## config.mk

```make
export PLATFORM = sky130hd
export DESIGN_NAME = grc_ctrl
export DESIGN_NICKNAME = d
export VERILOG_FILES = /design/src/design/assert_macros.svh /design/src/design/grc_pkg.sv /design/src/design/grc_ctrl.sv
export SDC_FILE = /design/constraint.sdc
export NUM_CORES = 1
export LEC_CHECK = 0
export CAP_MARGIN = 15
export CELL_PAD_IN_SITES_DETAIL_PLACEMENT = 0
export CELL_PAD_IN_SITES_GLOBAL_PLACEMENT = 2
export CORE_MARGIN = 4
export CORE_UTILIZATION = 38
export DETAILED_ROUTE_END_ITERATION = 8
export DONT_BUFFER_PORTS = 1
export PLACE_DENSITY = 0.77
export SYNTH_ARGS = -nofsm -noshare
export SYNTH_HDL_FRONTEND = slang
export SYNTH_SLANG_ARGS = --single-unit
```

## constraint.sdc

```tcl
create_clock -name clk_i -period 1.8 [get_ports clk_i]
set_clock_uncertainty 0.05 [all_clocks]
set_input_delay 0.36 -clock clk_i [delete_from_list [all_inputs] [get_ports clk_i]]
set_output_delay 0.36 -clock clk_i [all_outputs]
set_load 0.01 [all_outputs]
```

## src/design/assert_macros.svh

```systemverilog
// ----------------------------------------------------------------------------
// assertion macros
// clocked property checks, compiled out for synthesis
// ----------------------------------------------------------------------------
`ifndef ASSERT_MACROS_SVH
`define ASSERT_MACROS_SVH

`ifndef SYNTHESIS
`define ASSERT_CLK(label, prop, msg) \
  label: assert property (@(posedge clk_i) disable iff (!rst_ni) (prop)) else $error(msg);
`define ASSERT_NEVER(label, cond, msg) \
  label: assert property (@(posedge clk_i) disable iff (!rst_ni) !(cond)) else $error(msg);
`else
`define ASSERT_CLK(label, prop, msg)
`define ASSERT_NEVER(label, cond, msg)
`endif

`endif

```

## src/design/grc_pkg.sv

```systemverilog
`timescale 1ns / 1ps
// ----------------------------------------------------------------------------
// grc_pkg
// shared types, constants and codes of the grid ray caster
// ----------------------------------------------------------------------------
package grc_pkg;

  localparam int unsigned SCREEN_WIDTH_DEF  = 640;
  localparam int unsigned SCREEN_HEIGHT_DEF = 480;
  localparam int unsigned MAP_SIZE_DEF      = 32;

  localparam int unsigned MAP_DEPTH = 1024;
  localparam int unsigned MAP_AW    = 10;
  localparam int unsigned CELL_W    = 8;

  localparam int unsigned DIV_NW  = 30;  // dividend and quotient width
  localparam int unsigned DIV_DW  = 17;  // divisor width
  localparam int unsigned RAY_W   = 18;  // signed ray component, Q4.14
  localparam int unsigned DELTA_W = 29;
  localparam int unsigned SIDE_W  = 46;
  localparam int unsigned COORD_W = 7;   // map coordinate, negative values wrap to large unsigned ones

  localparam int unsigned IN_DATA_W  = 32;
  localparam int unsigned OUT_DATA_W = 72;

  typedef enum logic [2:0] {
    REG_POS_X   = 3'd0,
    REG_POS_Y   = 3'd1,
    REG_DIR_X   = 3'd2,
    REG_DIR_Y   = 3'd3,
    REG_PLANE_X = 3'd4,
    REG_PLANE_Y = 3'd5
  } cfg_reg_e;

  typedef enum logic [4:0] {
    OP_NONE,
    OP_CLEAR,
    OP_LOAD,
    OP_CAM,
    OP_RAY,
    OP_INIT,
    OP_DIV_DX,
    OP_DX,
    OP_DIV_DY,
    OP_DY,
    OP_SIDE,
    OP_STEP,
    OP_TEST,
    OP_DIV_PERP,
    OP_PERP,
    OP_DIV_LH,
    OP_LH,
    OP_RESULT,
    OP_ESCAPE
  } dp_op_e;

  typedef struct packed {
    dp_op_e            op;
    logic [MAP_AW-1:0] clr_addr;
  } cmd_t;

  typedef struct packed {
    logic in_cast;
    logic div_busy;
    logic div_done;
    logic start_out;
    logic oob;
    logic wall_hit;
  } status_t;

endpackage

```

## src/design/grc_ctrl.sv

```systemverilog
`timescale 1ns / 1ps
// ----------------------------------------------------------------------------
// grc_ctrl
// sequencer for map clearing, map writes and the ray cast of one column
// ----------------------------------------------------------------------------
module grc_ctrl #(
  parameter int unsigned MAP_SIZE = grc_pkg::MAP_SIZE_DEF
) (
  input  logic             clk_i,
  input  logic             rst_ni,
  input  logic             in_valid_i,
  output logic             in_ready_o,
  output logic             out_valid_o,
  input  logic             out_ready_i,
  input  grc_pkg::status_t status_i,
  output grc_pkg::cmd_t    cmd_o
);

  localparam int unsigned StepLimit = 2 * MAP_SIZE + 2;
  localparam int unsigned StepW     = $clog2(StepLimit + 1);

  typedef enum logic [4:0] {
    S_CLEAR, S_IDLE, S_CAM, S_RAY, S_INIT, S_DX_DIV, S_DX_WAIT,
    S_DY_DIV, S_DY_WAIT, S_SIDE, S_STEP, S_CHECK, S_TEST, S_PERP_DIV,
    S_PERP_WAIT, S_LH_DIV, S_LH_WAIT, S_RESULT, S_ESCAPE
  } state_e;

  state_e                     state_q, state_d;
  logic [grc_pkg::MAP_AW-1:0] clr_q;
  logic [StepW-1:0]           steps_q;
  logic                       out_valid_q;
  logic                       out_free, in_fire;

  assign out_free   = !out_valid_q || out_ready_i;
  assign in_ready_o = (state_q == S_IDLE);
  assign in_fire    = in_ready_o && in_valid_i;

  always_comb begin
    state_d       = state_q;
    cmd_o.op       = grc_pkg::OP_NONE;
    cmd_o.clr_addr = clr_q;
    case (state_q)
      S_CLEAR: begin
        cmd_o.op = grc_pkg::OP_CLEAR;
        if (clr_q == grc_pkg::MAP_AW'(grc_pkg::MAP_DEPTH - 1)) state_d = S_IDLE;
      end
      S_IDLE: begin
        if (in_fire) begin
          cmd_o.op = grc_pkg::OP_LOAD;
          if (status_i.in_cast) state_d = S_CAM;
        end
      end
      S_CAM: begin
        cmd_o.op = grc_pkg::OP_CAM;
        state_d  = S_RAY;
      end
      S_RAY: begin
        cmd_o.op = grc_pkg::OP_RAY;
        state_d  = S_INIT;
      end
      S_INIT: begin
        cmd_o.op = grc_pkg::OP_INIT;
        state_d  = status_i.start_out ? S_ESCAPE : S_DX_DIV;
      end
      S_DX_DIV: begin
        cmd_o.op = grc_pkg::OP_DIV_DX;
        state_d  = S_DX_WAIT;
      end
      S_DX_WAIT: begin
        if (status_i.div_done) begin
          cmd_o.op = grc_pkg::OP_DX;
          state_d  = S_DY_DIV;
        end
      end
      S_DY_DIV: begin
        cmd_o.op = grc_pkg::OP_DIV_DY;
        state_d  = S_DY_WAIT;
      end
      S_DY_WAIT: begin
        if (status_i.div_done) begin
          cmd_o.op = grc_pkg::OP_DY;
          state_d  = S_SIDE;
        end
      end
      S_SIDE: begin
        cmd_o.op = grc_pkg::OP_SIDE;
        state_d  = S_STEP;
      end
      S_STEP: begin
        cmd_o.op = grc_pkg::OP_STEP;
        state_d  = S_CHECK;
      end
      // map read address settles here, data is there in the next cycle
      S_CHECK: state_d = status_i.oob ? S_ESCAPE : S_TEST;
      S_TEST: begin
        cmd_o.op = grc_pkg::OP_TEST;
        if (status_i.wall_hit) state_d = S_PERP_DIV;
        else if (steps_q == StepW'(StepLimit)) state_d = S_ESCAPE;
        else state_d = S_STEP;
      end
      S_PERP_DIV: begin
        cmd_o.op = grc_pkg::OP_DIV_PERP;
        state_d  = S_PERP_WAIT;
      end
      S_PERP_WAIT: begin
        if (status_i.div_done) begin
          cmd_o.op = grc_pkg::OP_PERP;
          state_d  = S_LH_DIV;
        end
      end
      S_LH_DIV: begin
        cmd_o.op = grc_pkg::OP_DIV_LH;
        state_d  = S_LH_WAIT;
      end
      S_LH_WAIT: begin
        if (status_i.div_done) begin
          cmd_o.op = grc_pkg::OP_LH;
          state_d  = S_RESULT;
        end
      end
      S_RESULT: begin
        if (out_free) begin
          cmd_o.op = grc_pkg::OP_RESULT;
          state_d  = S_IDLE;
        end
      end
      S_ESCAPE: begin
        if (out_free) begin
          cmd_o.op = grc_pkg::OP_ESCAPE;
          state_d  = S_IDLE;
        end
      end
      default: state_d = S_IDLE;
    endcase
  end

  always_ff @(posedge clk_i or negedge rst_ni) begin
    if (!rst_ni) begin
      state_q     <= S_CLEAR;
      clr_q       <= '0;
      steps_q     <= '0;
      out_valid_q <= 1'b0;
    end else begin
      state_q <= state_d;
      if (state_q == S_CLEAR) clr_q <= clr_q + 1'b1;
      if (state_q == S_SIDE) steps_q <= '0;
      else if (state_q == S_STEP) steps_q <= steps_q + 1'b1;
      if ((state_q == S_RESULT || state_q == S_ESCAPE) && out_free) begin
        out_valid_q <= 1'b1;
      end else if (out_ready_i) begin
        out_valid_q <= 1'b0;
      end
    end
  end

  assign out_valid_o = out_valid_q;

endmodule

```

Yosys cells after proc, flatten, opt, wreduce, memory -nomap -nowiden. Cells that the tools add are included.

Mux-type cells: 25. Eq/ne operators: 28. Reduce and logical (&&, ||, !) cells: 10. $add $sub $neg: 2.

Operator list (number): $pmux W5 S18 (2); $mux W5 (15); $eq A5 B4 Y1 const B (8); $eq A5 B3 Y1 const B (4); $eq A5 B5 Y1 const B (3); $mux W7 (2); $add A10 B1 Y10 const B (1); $eq A10 B10 Y1 const B (1); $eq A5 B2 Y1 const B (2); $ne A2 B2 Y1 const B (5); $mux W4 (2); $reduce_and A8 Y1 (1); $add A7 B1 Y7 const B (1); $eq A7 B7 Y1 const B (1); $ne A2 B1 Y1 const B (3); $eq A5 B1 Y1 const B (1); $logic_not A5 Y1 (1); $reduce_bool A2 Y1 (2); $mux W3 (1); $logic_and A1 B1 Y1 (2); $logic_or A1 B1 Y1 (2); $mux W1 (2); $mux W2 (1); $reduce_or A2 Y1 (1); $logic_not A1 Y1 (1).

Bits in registers: 23. Bits of input ports: 10. Output and inout port bits: 17.

Longest topological paths before layout.
Depth in word-level cells: 4. Gate-level depth with buffers: 7. Depth with buffers taken out: 7.

Worst setup path before layout. No wires, ideal clock.

Kind: register to output. Start: reg state_q[2]. End: out cmd_o[13] in the netlist's numbering. Setup slack: -0.079 ns. Stages on the path, launching flop included: 5. Arrival: 1.469 ns. Path through: dfrtp_1 > buf_4 > xor2_1 > o21ai_0 > a2111oi_0.

RTL lines: start, declared (RTL line grc_ctrl.sv:28) `state_e state_q, state_d;`; start signal, assigned (RTL line grc_ctrl.sv:144) `state_q <= state_d;`; end, declared (RTL line grc_ctrl.sv:16) `output grc_pkg::cmd_t cmd_o`.

Worst setup path after layout.
Start: reg state_q[1]. End: reg state_q[1].

Word-level cells in the longest chain between the ends: 4.

Ends and longest elaborated chain (RTL line): $eq A5 B5 Y1 or $eq A5 B1 Y1 (tied branches) (grc_ctrl.sv:42, grc_ctrl.sv:35); $reduce_or A2 Y1 (no line) or $logic_and A1 B1 Y1 (tied branches); $ne A2 B1 Y1 (no line); $reduce_and A8 Y1 (no line).

Several ways; a longest one is shown, not always the timed one. A chain may end at the register's enable or synchronous reset.

==> results.ini <==
[floorplanning]
start_util_pct = 40.8
die_x_um = 71.9
die_area_mm2 = 0.00517
chipHeight_um = 71.9
rows = 22
core_mm2 = 0.00380
io_pins = 27

[critical_path]
cp_num_buf_inv = 2
worstPathArrival_ns = 2.15
path_delay_family = compound AO/OA/AOI/OAI gates
max_stage_delay_ns = 0.48
crit_required_ns = 1.91
start_kind = register
crit_fanout = 7
cp_slowest_cell = dfrtp_2
crit_type = register to register
endpoint_kind = register
path_cells = buf_4 -> buf_6 -> or2b_1 -> nand2_2 -> a32o_2 -> a221oi_4 -> mux2_4

[timing]
maxClockFrequency_mhz = 490
finalWorstSetupSlack_ns = -0.239
worstMarginPinSlew_ns = 0.369
timing.final.crit_share_pct = 113
slew_viol_final = 0
hold_viol = 0
final-setup-viol-count = 8
rsz0062_at_grt = true
relSlewSlack_pct = 75.2
finalCriticalPeriod_ns = 2.04

[cells_and_area]
final_util_pct = 55.8
regArea_um2 = 578
final_cell_mix = buf_4, dfrtp_1, nand2_1, buf_6
fill_cells = 358
post_route_cells_drive_above_1_share_pct = 38.0
nets = 230
multiInputGateArea_um2 = 981
syn_to_final_growth_pct = 36.6
postLayoutCellArea_mm2 = 0.00212
layout_commonest_cell = buf_4
antenna_cells = 0

[global_routing]
grt_pass1_wl_mm = 6.64
grtUsageTotal_pct = 16.0
grtUsageMet2_pct = 27.0
grt_max_degree = 24
grtUsageMet3_pct = 2.63
met1_usage_pct = 20.4
antenna_found_initial = 0
top_usage_layer = met2
grt_pass1_vias = 1438
globalRouteOverflowTotal = 0

[routing]
viasPerCell = 5.31
first_pass_iters = 4
drc = 0
ant_nets = 0
dr_total_vias = 1403
drt_iter0_markers = 55
wl_per_cell_um = 15.1
wirelength_mm = 3.99

[power_and_ir_drop]
fin_total_pwr_mw = 3.53
vdd_drop_max_v = 0.000947
power_leakage_nw = 0.977
power_density_mw_per_mm2 = 1670

[cts]
numCtsBuffers = 3
insertion_delay_ns = 0.26
cts_sinks = 23
path_clk_slew_ns = 0.09
h-tree-depth = 1
cts_tree = built
clock_path_buffers = 2
cts_root_buffer = clkbuf_8

[synth]
ys_top_cells_by_area = dfrtp_1, nand2_1, xor2_1, a21oi_1, o21ai_0
syn_inst = 173
ys_seq_area_share_pct = 37.1
ys_types = 50
synth-seq-cells = 23
yosys_warnings = 0
synth_edf_count = 0
synth-main-ff-cell = dfrtp_1
synth_top_cell_by_area = dfrtp_1
syn_nets = 186
syn-cell-area_mm2 = 0.00155
syn_area_per_cell_um2 = 8.97
async_flop_share_pct = 100
yosys.area.top_type_share_pct = 37.1

[place]
placed_area_mm2 = 0.00186
port_buffers = 0
gp_routability_congestion = 0.835
dp_hpwl_mm = 2.95
pre_cts_slack_ns = -0.144

[status]
violations = setup timing
status = finished with violations

[worst_hold_path]
hold_class = input port to register

[run]
drv_cap = 0

metrics by stage:
step | hold slack, ns | setup TNS (ns) | cells
finish | 0.318 | -1.49 | 264
CTS | 0.277 | -1.39 | 261
global route | 0.316 | -2.11 | 264
global placement | 0.0150 | -0.305 | 250
detailed placement | 0.0152 | -0.605 | 250
floorplan | 0.0144 | 0 | 173
per-layer routing:
layer	wire, um	share of wire [%]
met1	1800	45
met2	1960	49
met3	191	4.8
met4	28	0.70
met5	0	0
registers in the layout, summed over array words and instances (netlist names):
| signal | count |
|---|---|
| steps_q | 7 |
| out_valid_o | 1 |
| state_q | 5 |
| clr_q | 10 |
power breakdown:
part	switching, mW	leakage [nW]	internal, mW	total [mW]
Clock	0.162	0.0255	0.154	0.317
Combinational	1.12	0.648	1.26	2.38
Sequential	0.165	0.303	0.664	0.829
Total	1.45	0.977	2.08	3.53
logic make-up after synthesis:
family / Yosys count / share of synthesized area (%)
AO/OA/AOI/OAI: 38 / 15.8
XOR/XNOR: 13 / 7.34
buffers and inverters: 13 / 4.76
AND/OR/NAND/NOR: 77 / 28.1
flip-flops: 23 / 37.1
multiplexers: 6 / 4.44
adder cells (fa/ha/maj): 3 / 2.42
cell type report:
cell class,instances,share of cell area (%)
multi-input combinational,137,46.3
timing repair buffer,49,20.8
clock inverter,1,0.236
inverter,3,0.649
tap,48,2.83
sequential,23,27.3
clock buffer,3,1.95
timing repair:
item                       CTS  global route
hold endpoints to repair    23             0
setup buffers                6             2
gates resized for setup     21            19
setup endpoints to repair    9            12
pin swaps                    6             5
hold buffers                 1             0
Yosys cell counts, drive strengths merged, types with 3 or more instances:
library cell  number
xnor2              6
inv                3
mux2               4
nor2b              6
ha                 3
xor2               7
buf                7
nand2             21
nand3              9
nand4              4
dfrtp             23
nand2b             4
and3               5
nor2              10
and4               3
o21ai             13
a21oi             12
clkbuf             3
final timing paths:
check | from | to | slack, ns | cells after the start
worst max-delay path | state_q[1]$_DFFE_PN0P_ | state_q[1]$_DFFE_PN0P_ | -0.24 | 7
worst min-delay path | out_ready_i | out_valid_o$_DFFE_PN0P_ | 0.32 | 2
worst max register to register | state_q[1]$_DFFE_PN0P_ | state_q[1]$_DFFE_PN0P_ | -0.24 | 7
worst min register to register | steps_q[6]$_DFFE_PN0P_ | steps_q[6]$_DFFE_PN0P_ | 0.45 | 1
max in group asynchronous | rst_ni | out_valid_o$_DFFE_PN0P_ | 0.97 | 2
min in group asynchronous | rst_ni | state_q[4]$_DFFE_PN0P_ | 0.34 | 1
Note: power is estimated with default switching activity, not from simulation.
